<file path="src/rtl/core/assert_macros.svh">
// ----------------------------------------------------------------------------
// Assertion macros
// Shared concurrent assertion wrappers. They expand to nothing in synthesis.
// ----------------------------------------------------------------------------
`ifndef ASSERT_MACROS_SVH
`define ASSERT_MACROS_SVH
`ifndef SYNTHESIS
// plain property, disabled while reset is high
`define BMW_ASSERT(lbl, clk, rst, prop, msg) \
   lbl: assert property (@(posedge clk) disable iff (rst) (prop)) else $error(msg);
// implication form, disabled while reset is high
`define BMW_ASSERT_IMPL(lbl, clk, rst, ante, cons, msg) \
   lbl: assert property (@(posedge clk) disable iff (rst) (ante) |-> (cons)) else $error(msg);
`else
`define BMW_ASSERT(lbl, clk, rst, prop, msg)
`define BMW_ASSERT_IMPL(lbl, clk, rst, ante, cons, msg)
`endif
`endif

</file>
<file path="src/rtl/core/bmw_pkg.sv">
// ----------------------------------------------------------------------------
// bmw_pkg
// Types, codes and constants of the ext2 block map walker.
// ----------------------------------------------------------------------------
`timescale 1ns / 1ps

package bmw_pkg;

   // default configuration of the map
   localparam int POINTER_SLOTS_DEF      = 15;
   localparam int DIRECT_SLOTS_DEF       = 12;
   localparam int MAX_LOG_BLOCK_SIZE_DEF = 6;

   // log2 of the 1 KiB base block and of its 256 entries
   localparam int BLOCK_LOG_BASE = 10;
   localparam int ENTRY_LOG_BASE = 8;
   localparam int MAX_LEVELS     = 3;

   localparam int WORD_W = 32;
   localparam int ADDR_W = 48;

   // request actions
   localparam logic [1:0] ACT_LOAD  = 2'd0;
   localparam logic [1:0] ACT_XLATE = 2'd1;
   localparam logic [1:0] ACT_RESP  = 2'd2;

   // result kinds
   localparam logic KIND_READ = 1'b0;
   localparam logic KIND_DONE = 1'b1;

   typedef struct packed {
      logic [1:0]        action;
      logic [3:0]        slot;
      logic [WORD_W-1:0] pointer_value;
      logic [WORD_W-1:0] logical_block;
      logic [WORD_W-1:0] read_word;
   } req_type;

   typedef struct packed {
      logic              kind;
      logic [ADDR_W-1:0] read_byte_address;
      logic [WORD_W-1:0] physical_block;
      logic              found;
   } rsp_type;

   // decoded item handed from the front stage to the walk stage
   typedef struct packed {
      logic [1:0]        action;
      logic              direct;
      logic              beyond;
      logic [1:0]        level;
      logic [WORD_W-1:0] rel_block;
      logic [WORD_W-1:0] read_word;
   } stage_type;

endpackage

</file>
<file path="src/rtl/core/bmw_ptr_table.sv">
// ----------------------------------------------------------------------------
// bmw_ptr_table
// Pointer table memory: one write port, one registered read port.
// ----------------------------------------------------------------------------
`timescale 1ns / 1ps

module bmw_ptr_table #(
   parameter int POINTER_SLOTS = bmw_pkg::POINTER_SLOTS_DEF
) (
   input  logic                                 clock,
   input  logic                                 wr_en,
   input  logic [$clog2(POINTER_SLOTS)-1:0]     wr_addr,
   input  logic [bmw_pkg::WORD_W-1:0]           wr_data,
   input  logic                                 rd_en,
   input  logic [$clog2(POINTER_SLOTS)-1:0]     rd_addr,
   output logic [bmw_pkg::WORD_W-1:0]           rd_data
);

   logic [bmw_pkg::WORD_W-1:0] mem [POINTER_SLOTS];
   logic [bmw_pkg::WORD_W-1:0] rd_data_ff;

   // write port
   always_ff @(posedge clock) begin
      if (wr_en) begin
         mem[wr_addr] <= wr_data;
      end
   end

   // read port, data registered and held until the next read
   always_ff @(posedge clock) begin
      if (rd_en) begin
         rd_data_ff <= mem[rd_addr];
      end
   end

   assign rd_data = rd_data_ff;

endmodule

</file>
<file path="src/rtl/core/bmw_front.sv">
// ----------------------------------------------------------------------------
// bmw_front
// Front stage: sorts a logical block into direct or indirect level, forms the
// block offset inside that level and issues the pointer table read.
// ----------------------------------------------------------------------------
`timescale 1ns / 1ps

module bmw_front #(
   parameter int POINTER_SLOTS      = bmw_pkg::POINTER_SLOTS_DEF,
   parameter int DIRECT_SLOTS       = bmw_pkg::DIRECT_SLOTS_DEF,
   parameter int MAX_LOG_BLOCK_SIZE = bmw_pkg::MAX_LOG_BLOCK_SIZE_DEF
) (
   input  logic                              clock,
   input  logic                              reset,
   input  logic [2:0]                        eff_log,
   input  logic                              req_accept,
   input  bmw_pkg::req_type                  req_data,
   input  logic                              stage_go,
   output logic                              stage_valid,
   output bmw_pkg::stage_type                stage_data,
   output logic                              tbl_rd_en,
   output logic [$clog2(POINTER_SLOTS)-1:0]  tbl_rd_addr
);

   localparam int SLOT_W   = $clog2(POINTER_SLOTS);
   localparam int NLEV_RAW = POINTER_SLOTS - DIRECT_SLOTS;
   localparam int NLEV     = (NLEV_RAW < 0) ? 0 :
                             (NLEV_RAW > bmw_pkg::MAX_LEVELS) ? bmw_pkg::MAX_LEVELS :
                             NLEV_RAW;
   localparam int CAP_W    = bmw_pkg::MAX_LEVELS *
                             (bmw_pkg::ENTRY_LOG_BASE + MAX_LOG_BLOCK_SIZE);
   localparam int TH_W     = ((CAP_W > bmw_pkg::WORD_W) ? CAP_W : bmw_pkg::WORD_W) + 2;

   logic [3:0]               sh;
   logic [4:0]               sh2;
   logic [5:0]               sh3;
   logic [TH_W-1:0]          cap0, cap1, cap2;
   logic [TH_W-1:0]          th0, th1, th2;
   logic [TH_W-1:0]          lb_w;
   logic [TH_W-1:0]          base;
   logic [1:0]               level;
   logic                     direct;
   logic                     beyond;
   logic                     enter;
   bmw_pkg::stage_type       dec;

   logic                     valid_ff, valid_in;
   bmw_pkg::stage_type       data_ff;

   // level thresholds from the current block size
   always_comb begin
      sh   = 4'(bmw_pkg::ENTRY_LOG_BASE) + {1'b0, eff_log};
      sh2  = {1'b0, sh} + {1'b0, sh};
      sh3  = {1'b0, sh2} + {2'b00, sh};
      cap0 = TH_W'(1) << sh;
      cap1 = TH_W'(1) << sh2;
      cap2 = TH_W'(1) << sh3;
      th0  = TH_W'(DIRECT_SLOTS) + cap0;
      th1  = th0 + cap1;
      th2  = th1 + cap2;
   end

   // pick the level and the offset inside it
   always_comb begin
      lb_w   = TH_W'(req_data.logical_block);
      direct = (lb_w < TH_W'(DIRECT_SLOTS));
      priority if (lb_w < th0) begin
         level = 2'd0;
         base  = TH_W'(DIRECT_SLOTS);
      end else if (lb_w < th1) begin
         level = 2'd1;
         base  = th0;
      end else if (lb_w < th2) begin
         level = 2'd2;
         base  = th1;
      end else begin
         level = 2'd3;
         base  = th2;
      end
      beyond = !direct && ({1'b0, level} >= 3'(NLEV));

      dec.action    = req_data.action;
      dec.direct    = direct;
      dec.beyond    = beyond;
      dec.level     = level;
      dec.rel_block = bmw_pkg::WORD_W'(lb_w - base);
      dec.read_word = req_data.read_word;
   end

   // table read for a translate: direct slot or root of the level
   assign tbl_rd_en   = req_accept && (req_data.action == bmw_pkg::ACT_XLATE) && !beyond;
   assign tbl_rd_addr = direct ? req_data.logical_block[SLOT_W-1:0]
                               : SLOT_W'(DIRECT_SLOTS) + SLOT_W'(level);

   // only translates and read responses go on to the walk stage
   assign enter = req_accept && ((req_data.action == bmw_pkg::ACT_XLATE) ||
                                 (req_data.action == bmw_pkg::ACT_RESP));

   always_comb begin
      if (enter) begin
         valid_in = 1'b1;
      end else if (stage_go) begin
         valid_in = 1'b0;
      end else begin
         valid_in = valid_ff;
      end
   end

   always_ff @(posedge clock) begin
      if (reset) begin
         valid_ff <= 1'b0;
      end else begin
         valid_ff <= valid_in;
      end
   end

   always_ff @(posedge clock) begin
      if (enter) begin
         data_ff <= dec;
      end
   end

   assign stage_valid = valid_ff;
   assign stage_data  = data_ff;

endmodule

</file>
<file path="src/rtl/core/bmw_walk.sv">
// ----------------------------------------------------------------------------
// bmw_walk
// Walk stage: holds the walk state, turns translates and read responses into
// read requests or finished answers, and drives the result register.
// ----------------------------------------------------------------------------
`timescale 1ns / 1ps
`include "assert_macros.svh"

module bmw_walk #(
   parameter int MAX_LOG_BLOCK_SIZE = bmw_pkg::MAX_LOG_BLOCK_SIZE_DEF
) (
   input  logic                          clock,
   input  logic                          reset,
   input  logic [2:0]                    eff_log,
   input  logic                          stage_valid,
   input  bmw_pkg::stage_type            stage_data,
   input  logic [bmw_pkg::WORD_W-1:0]    tbl_data,
   output logic                          stage_go,
   output logic                          rsp_valid,
   input  logic                          rsp_ready,
   output bmw_pkg::rsp_type              rsp_data
);

   localparam int IDX_W = bmw_pkg::ENTRY_LOG_BASE + MAX_LOG_BLOCK_SIZE;

   // walk state
   logic                 busy_ff, busy_in;
   logic [1:0]           levels_left_ff, levels_left_in;
   logic [1:0]           walk_pos_ff, walk_pos_in;
   logic [IDX_W-1:0]     idx_ff [3];
   logic [IDX_W-1:0]     idx_in [3];

   // result register
   logic                 out_valid_ff, out_valid_in;
   bmw_pkg::rsp_type     out_data_ff;

   logic                 fire;
   logic [3:0]           sh;
   logic [4:0]           blk_shift;
   logic [IDX_W-1:0]     idx_mask;
   logic [4:0]           amt [3];
   logic [IDX_W-1:0]     new_idx [3];
   logic [1:0]           left_dec;
   logic [1:0]           pos_next;
   logic                 res_valid;
   logic                 res_done;
   logic [bmw_pkg::WORD_W-1:0] res_blk;
   logic [IDX_W-1:0]     res_idx;
   bmw_pkg::rsp_type     res;
   logic [2:0]           pos_sum;

   assign stage_go = !out_valid_ff || rsp_ready;
   assign fire     = stage_valid && stage_go;

   // split the level offset into one entry index per level
   always_comb begin
      sh        = 4'(bmw_pkg::ENTRY_LOG_BASE) + {1'b0, eff_log};
      blk_shift = 5'(bmw_pkg::BLOCK_LOG_BASE) + {2'b00, eff_log};
      for (int i = 0; i < IDX_W; i++) begin
         idx_mask[i] = (5'(i) < {1'b0, sh});
      end
      for (int j = 0; j < 3; j++) begin
         unique case (2'(stage_data.level - 2'(j)))
            2'd0:    amt[j] = 5'd0;
            2'd1:    amt[j] = {1'b0, sh};
            default: amt[j] = {1'b0, sh} + {1'b0, sh};
         endcase
         new_idx[j] = IDX_W'(stage_data.rel_block >> amt[j]) & idx_mask;
      end
   end

   // next walk state and result
   always_comb begin
      busy_in        = busy_ff;
      levels_left_in = levels_left_ff;
      walk_pos_in    = walk_pos_ff;
      for (int j = 0; j < 3; j++) begin
         idx_in[j] = idx_ff[j];
      end
      res_valid = 1'b0;
      res_done  = 1'b0;
      res_blk   = '0;
      res_idx   = '0;
      left_dec  = levels_left_ff - 2'd1;
      pos_next  = walk_pos_ff + 2'd1;

      if (fire) begin
         unique case (stage_data.action)
            bmw_pkg::ACT_XLATE: begin
               busy_in        = 1'b0;
               levels_left_in = 2'd0;
               walk_pos_in    = 2'd0;
               for (int j = 0; j < 3; j++) begin
                  idx_in[j] = new_idx[j];
               end
               res_valid = 1'b1;
               res_done  = 1'b1;
               if (stage_data.direct) begin
                  res_blk = tbl_data;
               end else if (stage_data.beyond || (tbl_data == '0)) begin
                  res_blk = '0;
               end else begin
                  busy_in        = 1'b1;
                  levels_left_in = stage_data.level + 2'd1;
                  res_done       = 1'b0;
                  res_blk        = tbl_data;
                  res_idx        = new_idx[0];
               end
            end
            bmw_pkg::ACT_RESP: begin
               if (busy_ff && (levels_left_ff != 2'd0)) begin
                  res_valid = 1'b1;
                  res_blk   = stage_data.read_word;
                  if ((stage_data.read_word == '0) || (left_dec == 2'd0)) begin
                     busy_in        = 1'b0;
                     levels_left_in = 2'd0;
                     walk_pos_in    = 2'd0;
                     res_done       = 1'b1;
                  end else begin
                     levels_left_in = left_dec;
                     walk_pos_in    = pos_next;
                     res_idx        = idx_ff[pos_next];
                  end
               end
            end
            default: begin
            end
         endcase
      end

      // format the result item
      res.kind              = res_done ? bmw_pkg::KIND_DONE : bmw_pkg::KIND_READ;
      res.read_byte_address = res_done ? '0 :
                              (bmw_pkg::ADDR_W'(res_blk) << blk_shift) +
                              bmw_pkg::ADDR_W'({res_idx, 2'b00});
      res.physical_block    = res_done ? res_blk : '0;
      res.found             = res_done && (res_blk != '0);
   end

   // result register fills on a producing item, empties on transfer
   assign out_valid_in = stage_go ? (fire && res_valid) : out_valid_ff;

   always_ff @(posedge clock) begin
      if (reset) begin
         busy_ff        <= 1'b0;
         levels_left_ff <= 2'd0;
         walk_pos_ff    <= 2'd0;
         out_valid_ff   <= 1'b0;
      end else begin
         busy_ff        <= busy_in;
         levels_left_ff <= levels_left_in;
         walk_pos_ff    <= walk_pos_in;
         out_valid_ff   <= out_valid_in;
      end
   end

   always_ff @(posedge clock) begin
      for (int j = 0; j < 3; j++) begin
         idx_ff[j] <= idx_in[j];
      end
      if (fire && res_valid) begin
         out_data_ff <= res;
      end
   end

   assign rsp_valid = out_valid_ff;
   assign rsp_data  = out_data_ff;

   // checks
   assign pos_sum = {1'b0, walk_pos_ff} + {1'b0, levels_left_ff};

   `BMW_ASSERT_IMPL(a_busy_has_reads, clock, reset, busy_ff, levels_left_ff != 2'd0, "busy walk with no outstanding read")
   `BMW_ASSERT_IMPL(a_idle_clean, clock, reset, !busy_ff, (walk_pos_ff == 2'd0) && (levels_left_ff == 2'd0), "idle walk state not cleared")
   `BMW_ASSERT(a_depth_bound, clock, reset, pos_sum <= 3'd3, "walk position plus reads left exceeds three levels")
   `BMW_ASSERT_IMPL(a_read_needs_walk, clock, reset, out_valid_ff && (out_data_ff.kind == bmw_pkg::KIND_READ), busy_ff, "read request pending without a walk")
   `BMW_ASSERT_IMPL(a_done_format, clock, reset, out_valid_ff && (out_data_ff.kind == bmw_pkg::KIND_DONE), (out_data_ff.read_byte_address == '0) && (out_data_ff.found == (out_data_ff.physical_block != '0)), "finished result malformed")

endmodule

</file>
<file path="src/rtl/core/ext2_block_map_walker.sv">
// ----------------------------------------------------------------------------
// ext2_block_map_walker
// Logical to device block translation through the ext2 direct and indirect
// block map, one pointer level per item.
// ----------------------------------------------------------------------------
//  channel  | direction | payload               | transfer
//  req_     | in        | bmw_pkg::req_type     | req_valid & req_ready
//  rsp_     | out       | bmw_pkg::rsp_type     | rsp_valid & rsp_ready
//  csr_     | in        | log_block_size [2:0]  | csr_valid & csr_ready
//
// One item per cycle while the result register is not stalled. Level decode
// and table read at transfer feed the walk step, whose result is registered.
// Loads write the pointer table at transfer and give no result.
// Reset holds req_ready and csr_ready low and clears the walk state, the result
// register and log_block_size; the pointer table holds garbage until loaded.
// A stalled result register stalls the walk stage and then req_ready.
// ----------------------------------------------------------------------------
`timescale 1ns / 1ps

module ext2_block_map_walker #(
   parameter int POINTER_SLOTS      = bmw_pkg::POINTER_SLOTS_DEF,
   parameter int DIRECT_SLOTS       = bmw_pkg::DIRECT_SLOTS_DEF,
   parameter int MAX_LOG_BLOCK_SIZE = bmw_pkg::MAX_LOG_BLOCK_SIZE_DEF
) (
   input  logic              clock,
   input  logic              reset,
   input  logic              req_valid,
   output logic              req_ready,
   input  bmw_pkg::req_type  req_data,
   output logic              rsp_valid,
   input  logic              rsp_ready,
   output bmw_pkg::rsp_type  rsp_data,
   input  logic              csr_valid,
   output logic              csr_ready,
   input  logic [2:0]        csr_data
);

   localparam int SLOT_W = $clog2(POINTER_SLOTS);

   logic [2:0]                 log_bs_ff;
   logic [2:0]                 eff_log;
   logic                       req_accept;
   logic                       stage_valid;
   logic                       stage_go;
   bmw_pkg::stage_type         stage_data;
   logic                       tbl_wr_en;
   logic                       tbl_rd_en;
   logic [SLOT_W-1:0]          tbl_rd_addr;
   logic [bmw_pkg::WORD_W-1:0] tbl_data;

   // block size register
   assign csr_ready = !reset;

   always_ff @(posedge clock) begin
      if (reset) begin
         log_bs_ff <= 3'd0;
      end else if (csr_valid) begin
         log_bs_ff <= csr_data;
      end
   end

   assign eff_log = (log_bs_ff > 3'(MAX_LOG_BLOCK_SIZE)) ? 3'(MAX_LOG_BLOCK_SIZE) : log_bs_ff;

   // input transfer
   assign req_ready  = !reset && (!stage_valid || stage_go);
   assign req_accept = req_valid && req_ready;
   assign tbl_wr_en  = req_accept && (req_data.action == bmw_pkg::ACT_LOAD) &&
                       ({1'b0, req_data.slot} < 5'(POINTER_SLOTS));

   bmw_ptr_table #(
      .POINTER_SLOTS (POINTER_SLOTS)
   ) u_table (
      .clock   (clock),
      .wr_en   (tbl_wr_en),
      .wr_addr (req_data.slot[SLOT_W-1:0]),
      .wr_data (req_data.pointer_value),
      .rd_en   (tbl_rd_en),
      .rd_addr (tbl_rd_addr),
      .rd_data (tbl_data)
   );

   bmw_front #(
      .POINTER_SLOTS      (POINTER_SLOTS),
      .DIRECT_SLOTS       (DIRECT_SLOTS),
      .MAX_LOG_BLOCK_SIZE (MAX_LOG_BLOCK_SIZE)
   ) u_front (
      .clock       (clock),
      .reset       (reset),
      .eff_log     (eff_log),
      .req_accept  (req_accept),
      .req_data    (req_data),
      .stage_go    (stage_go),
      .stage_valid (stage_valid),
      .stage_data  (stage_data),
      .tbl_rd_en   (tbl_rd_en),
      .tbl_rd_addr (tbl_rd_addr)
   );

   bmw_walk #(
      .MAX_LOG_BLOCK_SIZE (MAX_LOG_BLOCK_SIZE)
   ) u_walk (
      .clock       (clock),
      .reset       (reset),
      .eff_log     (eff_log),
      .stage_valid (stage_valid),
      .stage_data  (stage_data),
      .tbl_data    (tbl_data),
      .stage_go    (stage_go),
      .rsp_valid   (rsp_valid),
      .rsp_ready   (rsp_ready),
      .rsp_data    (rsp_data)
   );

endmodule
</file>
<file path="config.mk">
export PLATFORM = sky130hd
export DESIGN_NAME = ext2_block_map_walker
export DESIGN_NICKNAME = d
export VERILOG_FILES = /design/src/rtl/core/bmw_pkg.sv /design/src/rtl/core/bmw_ptr_table.sv /design/src/rtl/core/bmw_front.sv /design/src/rtl/core/bmw_walk.sv /design/src/rtl/core/ext2_block_map_walker.sv
export VERILOG_INCLUDE_DIRS = /design/src /design/src/rtl/core
export SDC_FILE = /design/constraint.sdc
export NUM_CORES = 1
export LEC_CHECK = 0
export BUFFER_PORTS_ARGS = -buffer_cell sky130_fd_sc_hd__buf_2
export CORE_UTILIZATION = 50
export CTS_CLUSTER_SIZE = 40
export DETAILED_ROUTE_END_ITERATION = 8
export PLACE_DENSITY = 0.63
export SKIP_CTS_REPAIR_TIMING = 1
export SYNTH_ARGS = -nofsm -noshare
export SYNTH_HDL_FRONTEND = slang
export SYNTH_SLANG_ARGS = --single-unit
export TNS_END_PERCENT = 10
</file>
<file path="constraint.sdc">
create_clock -name clock -period 12.95 [get_ports clock]
set_clock_uncertainty 0.05 [all_clocks]
set_input_delay 1.295 -clock clock [delete_from_list [all_inputs] [get_ports clock]]
set_output_delay 1.295 -clock clock [all_outputs]
set_load 0.005 [all_outputs]
</file>
==> results.toml <==
[detailed_routing]
m1WireLength_um = 51600
detail_route.wl_per_cell_um = 26.9
final_wl_um = 128000
route.met3.wl_um = 9650
vias = 30600
top_signal_layer_used = "met5"
post-route-drc-count = 0
detailedRoute.firstPassIterationCount = 6
detailroute.wirelength.met2_um = 61900
first_iter_violations = 3297
vias_per_cell = 6.41
ant_nets = 0

[logic_synthesis]
synthXorXnorAreaFrac = 0.0128
post_synth_mux_area_share = 0.0871
share_of_the_synthesized_area_in_compound_gates_ao_oa_aoi_oai = 0.155
synth_edf_count = 706
dominantRegCellSynth = "sky130_fd_sc_hd__edfxtp_1"
synth-simple-area-share = 0.134
synth-async-reset-ratio = 0
postSynthAreaPerCell_um2 = 11.1
synthAdderAreaFrac = 0.0378
synth_top_family_by_area = "compound AO/OA/AOI/OAI gates"
synth_cells = 3562
synthDistinctLibCells = 107
yosys_warnings = 0
netlist_area_um2 = 39600
postSynthRegisterBits = 716
register_area_share_after_synthesis = 0.540

[setup_path]
path_max_fanout = 21
critical_path.slowest_cell = "sky130_fd_sc_hd__dfxtp_1"
worst_r2r_startpoint = "log_bs_ff[0]"
worst_setup_path_end_kind = "flip-flop"
crit_arrival_ns = 11.11
critPathLaunch = "log_bs_ff[0]"
required_ns = 13.26
worst_path_buffer_plus_inverter_count = 1
timing.critical_path.max_delay_family = "compound AO/OA/AOI/OAI gates"
critical_setup_path_kind = "reg2reg"
cp-start-kind = "flip-flop"
critical_path.max_stage_delay_ns = 0.87

[layout]
final_common_cell = "sky130_fd_sc_hd__edfxtp_1"
finish.net_count = 3899
area_delta_synth_final_pct = 11.2
drive_gt1_frac = 0.132
layout.cells.most_common_list = "706 x sky130_fd_sc_hd__edfxtp_1, 531 x sky130_fd_sc_hd__nand2_1, 268 x sky130_fd_sc_hd__mux2i_1"

[outcome]
outcome = "finished, final reports clean"

[floorplan]
die-area_um2 = 80400
die_height_um = 283
initial_core_util = 0.508
placeableCoreArea_um2 = 78000
die_width_um = 283
ioPinCount = 195
rows = 102

[grt]
grt_start_max_net_pins = 87
grt_pass1_vias = 29500
gr-usage-all-layers = 0.314
antenna_found_initial = 8
gr-total-overflow = 0
grt_first_pass_wirelength_um = 190000

[sta]
final_period_minus_worst_setup_slack_ns = 10.81
relSlewSlack = 0.188
report.final.hold_viol_count = 0
hold_slack_ns = 0.438
worst_case_setup_margin_in_the_final_layout_ns = 2.14
drv_slew = 0
rsz0062_at_grt = "no"
maxClockFrequency_mhz = 92.5
fin_setup_tns_ns = 0
min_period_over_period = 0.834
worst_pin_slew_ns = 1.22
setup-violations-final = 0

[clock_network]
clock_tree.root_cell = "sky130_fd_sc_hd__clkbuf_16"
cts_tree = "done"
cts_max_path_buffers = 3
cts.sink_count = 716
insertion_delay_ns = 0.67
clock_transition_at_the_registers_of_the_reported_paths_ns = 0.06
clock_tree.htree_level_count = 3
tritoncts.num_buffers = 76

[hold_path]
hold_path_startpoint = "u_walk.walk_pos_ff[1]"
worst_hold_path_type = "reg2reg"

[pwr]
power.total_mw = 5.32
worst_vdd_rail_ir_drop_v = 0.000185
p_per_area_nw_per_um2 = 121
leakagePower_nw = 16.3

[run]
maxCapViolations = 0

[placement]
dp_slack_ns = 2.28
numPortBuffers = 194
detailedPlacementHpwl_um = 86200
routabilityCongestion = 0.986
-- stage by stage --
step	utilization	cell area (um2)	instances
finish	0.565	44000	4768
global route	0.565	44000	4765
CTS	0.565	44000	4765
detailed placement	0.534	41700	4633
global placement	0.534	41700	4633
floorplan	-	39600	3569
-- path summary, 6_finish.rpt --
| kind | to | slack, ns | cells after the start |
|---|---|---|---|
| max | u_front.stage_data[60] | 2.14 | 37 |
| min | u_walk.walk_pos_ff[1] | 0.44 | 2 |
| max reg2reg | u_front.stage_data[60] | 2.14 | 37 |
| min reg2reg | u_walk.walk_pos_ff[1] | 0.44 | 2 |
-- layer usage --
layer | up-vias | global-route usage
met5 | - | 0
met4 | 12 | 0.126
met3 | 265 | 0.0525
met2 | 1427 | 0.522
met1 | 15000 | 0.408
li1 | 13800 | -
-- worst reg2reg max path, delay by kind of cell, from the launching register on --
family,cells,cell delay [ns]
flops,1,0.87
fa+ha+maj,5,1.77
buf+inv,1,0.22
mux,1,0.28
xor+xnor,1,0.08
simple gates,11,2.93
compound gates,18,4.34
-- report_power, final --
| group | internal [mW] | switching, mW | total (mW) |
|---|---|---|---|
| Sequential | 2.58 | 0.0347 | 2.61 |
| Combinational | 0.211 | 0.415 | 0.627 |
| Clock | 1.16 | 0.918 | 2.08 |
-- sequential cells by signal, summed over array words and instances (netlist names), 2 cells and up --
register               cells
u_table.mem              480
u_walk.idx_ff             42
u_walk.levels_left_ff      2
u_walk.rsp_data           82
log_bs_ff                  3
u_table.rd_data           32
u_front.stage_data        70
u_walk.walk_pos_ff         2
-- Yosys cell counts (63+ instances only) --
library cell,instances,share of area
sky130_fd_sc_hd__a21oi_1,230,0.029
sky130_fd_sc_hd__nor3_1,95,0.012
sky130_fd_sc_hd__inv_1,63,0.0060
sky130_fd_sc_hd__nand2_1,533,0.051
sky130_fd_sc_hd__edfxtp_1,706,0.54
sky130_fd_sc_hd__nor2_1,238,0.023
sky130_fd_sc_hd__ha_1,115,0.036
sky130_fd_sc_hd__mux2i_1,268,0.068
sky130_fd_sc_hd__a211oi_1,63,0.012
sky130_fd_sc_hd__clkbuf_1,160,0.015
sky130_fd_sc_hd__nand3_1,67,0.0085
sky130_fd_sc_hd__o21ai_0,116,0.015
sky130_fd_sc_hd__a221oi_1,102,0.023
-- layout make-up --
type / instances / area (um2)
fillers: 6592 / 33900
flip-flops and latches: 716 / 21400
multi-input cells: 2547 / 17200
clock buffers: 103 / 2000
repair buffers: 264 / 1500
well taps: 1040 / 1300
clock inverters: 29 / 382
inverters: 66 / 248
diodes: 3 / 7.51
-- cell families after synthesis --
logic type	Yosys count
multiplexers	316
AO/OA/AOI/OAI	883
other	2
AND/OR/NAND/NOR	1163
XOR/XNOR	58
buffers and inverters	306
adder cells (fa/ha/maj)	118
flip-flops	716
Note: power is estimated with default switching activity, not from simulation.
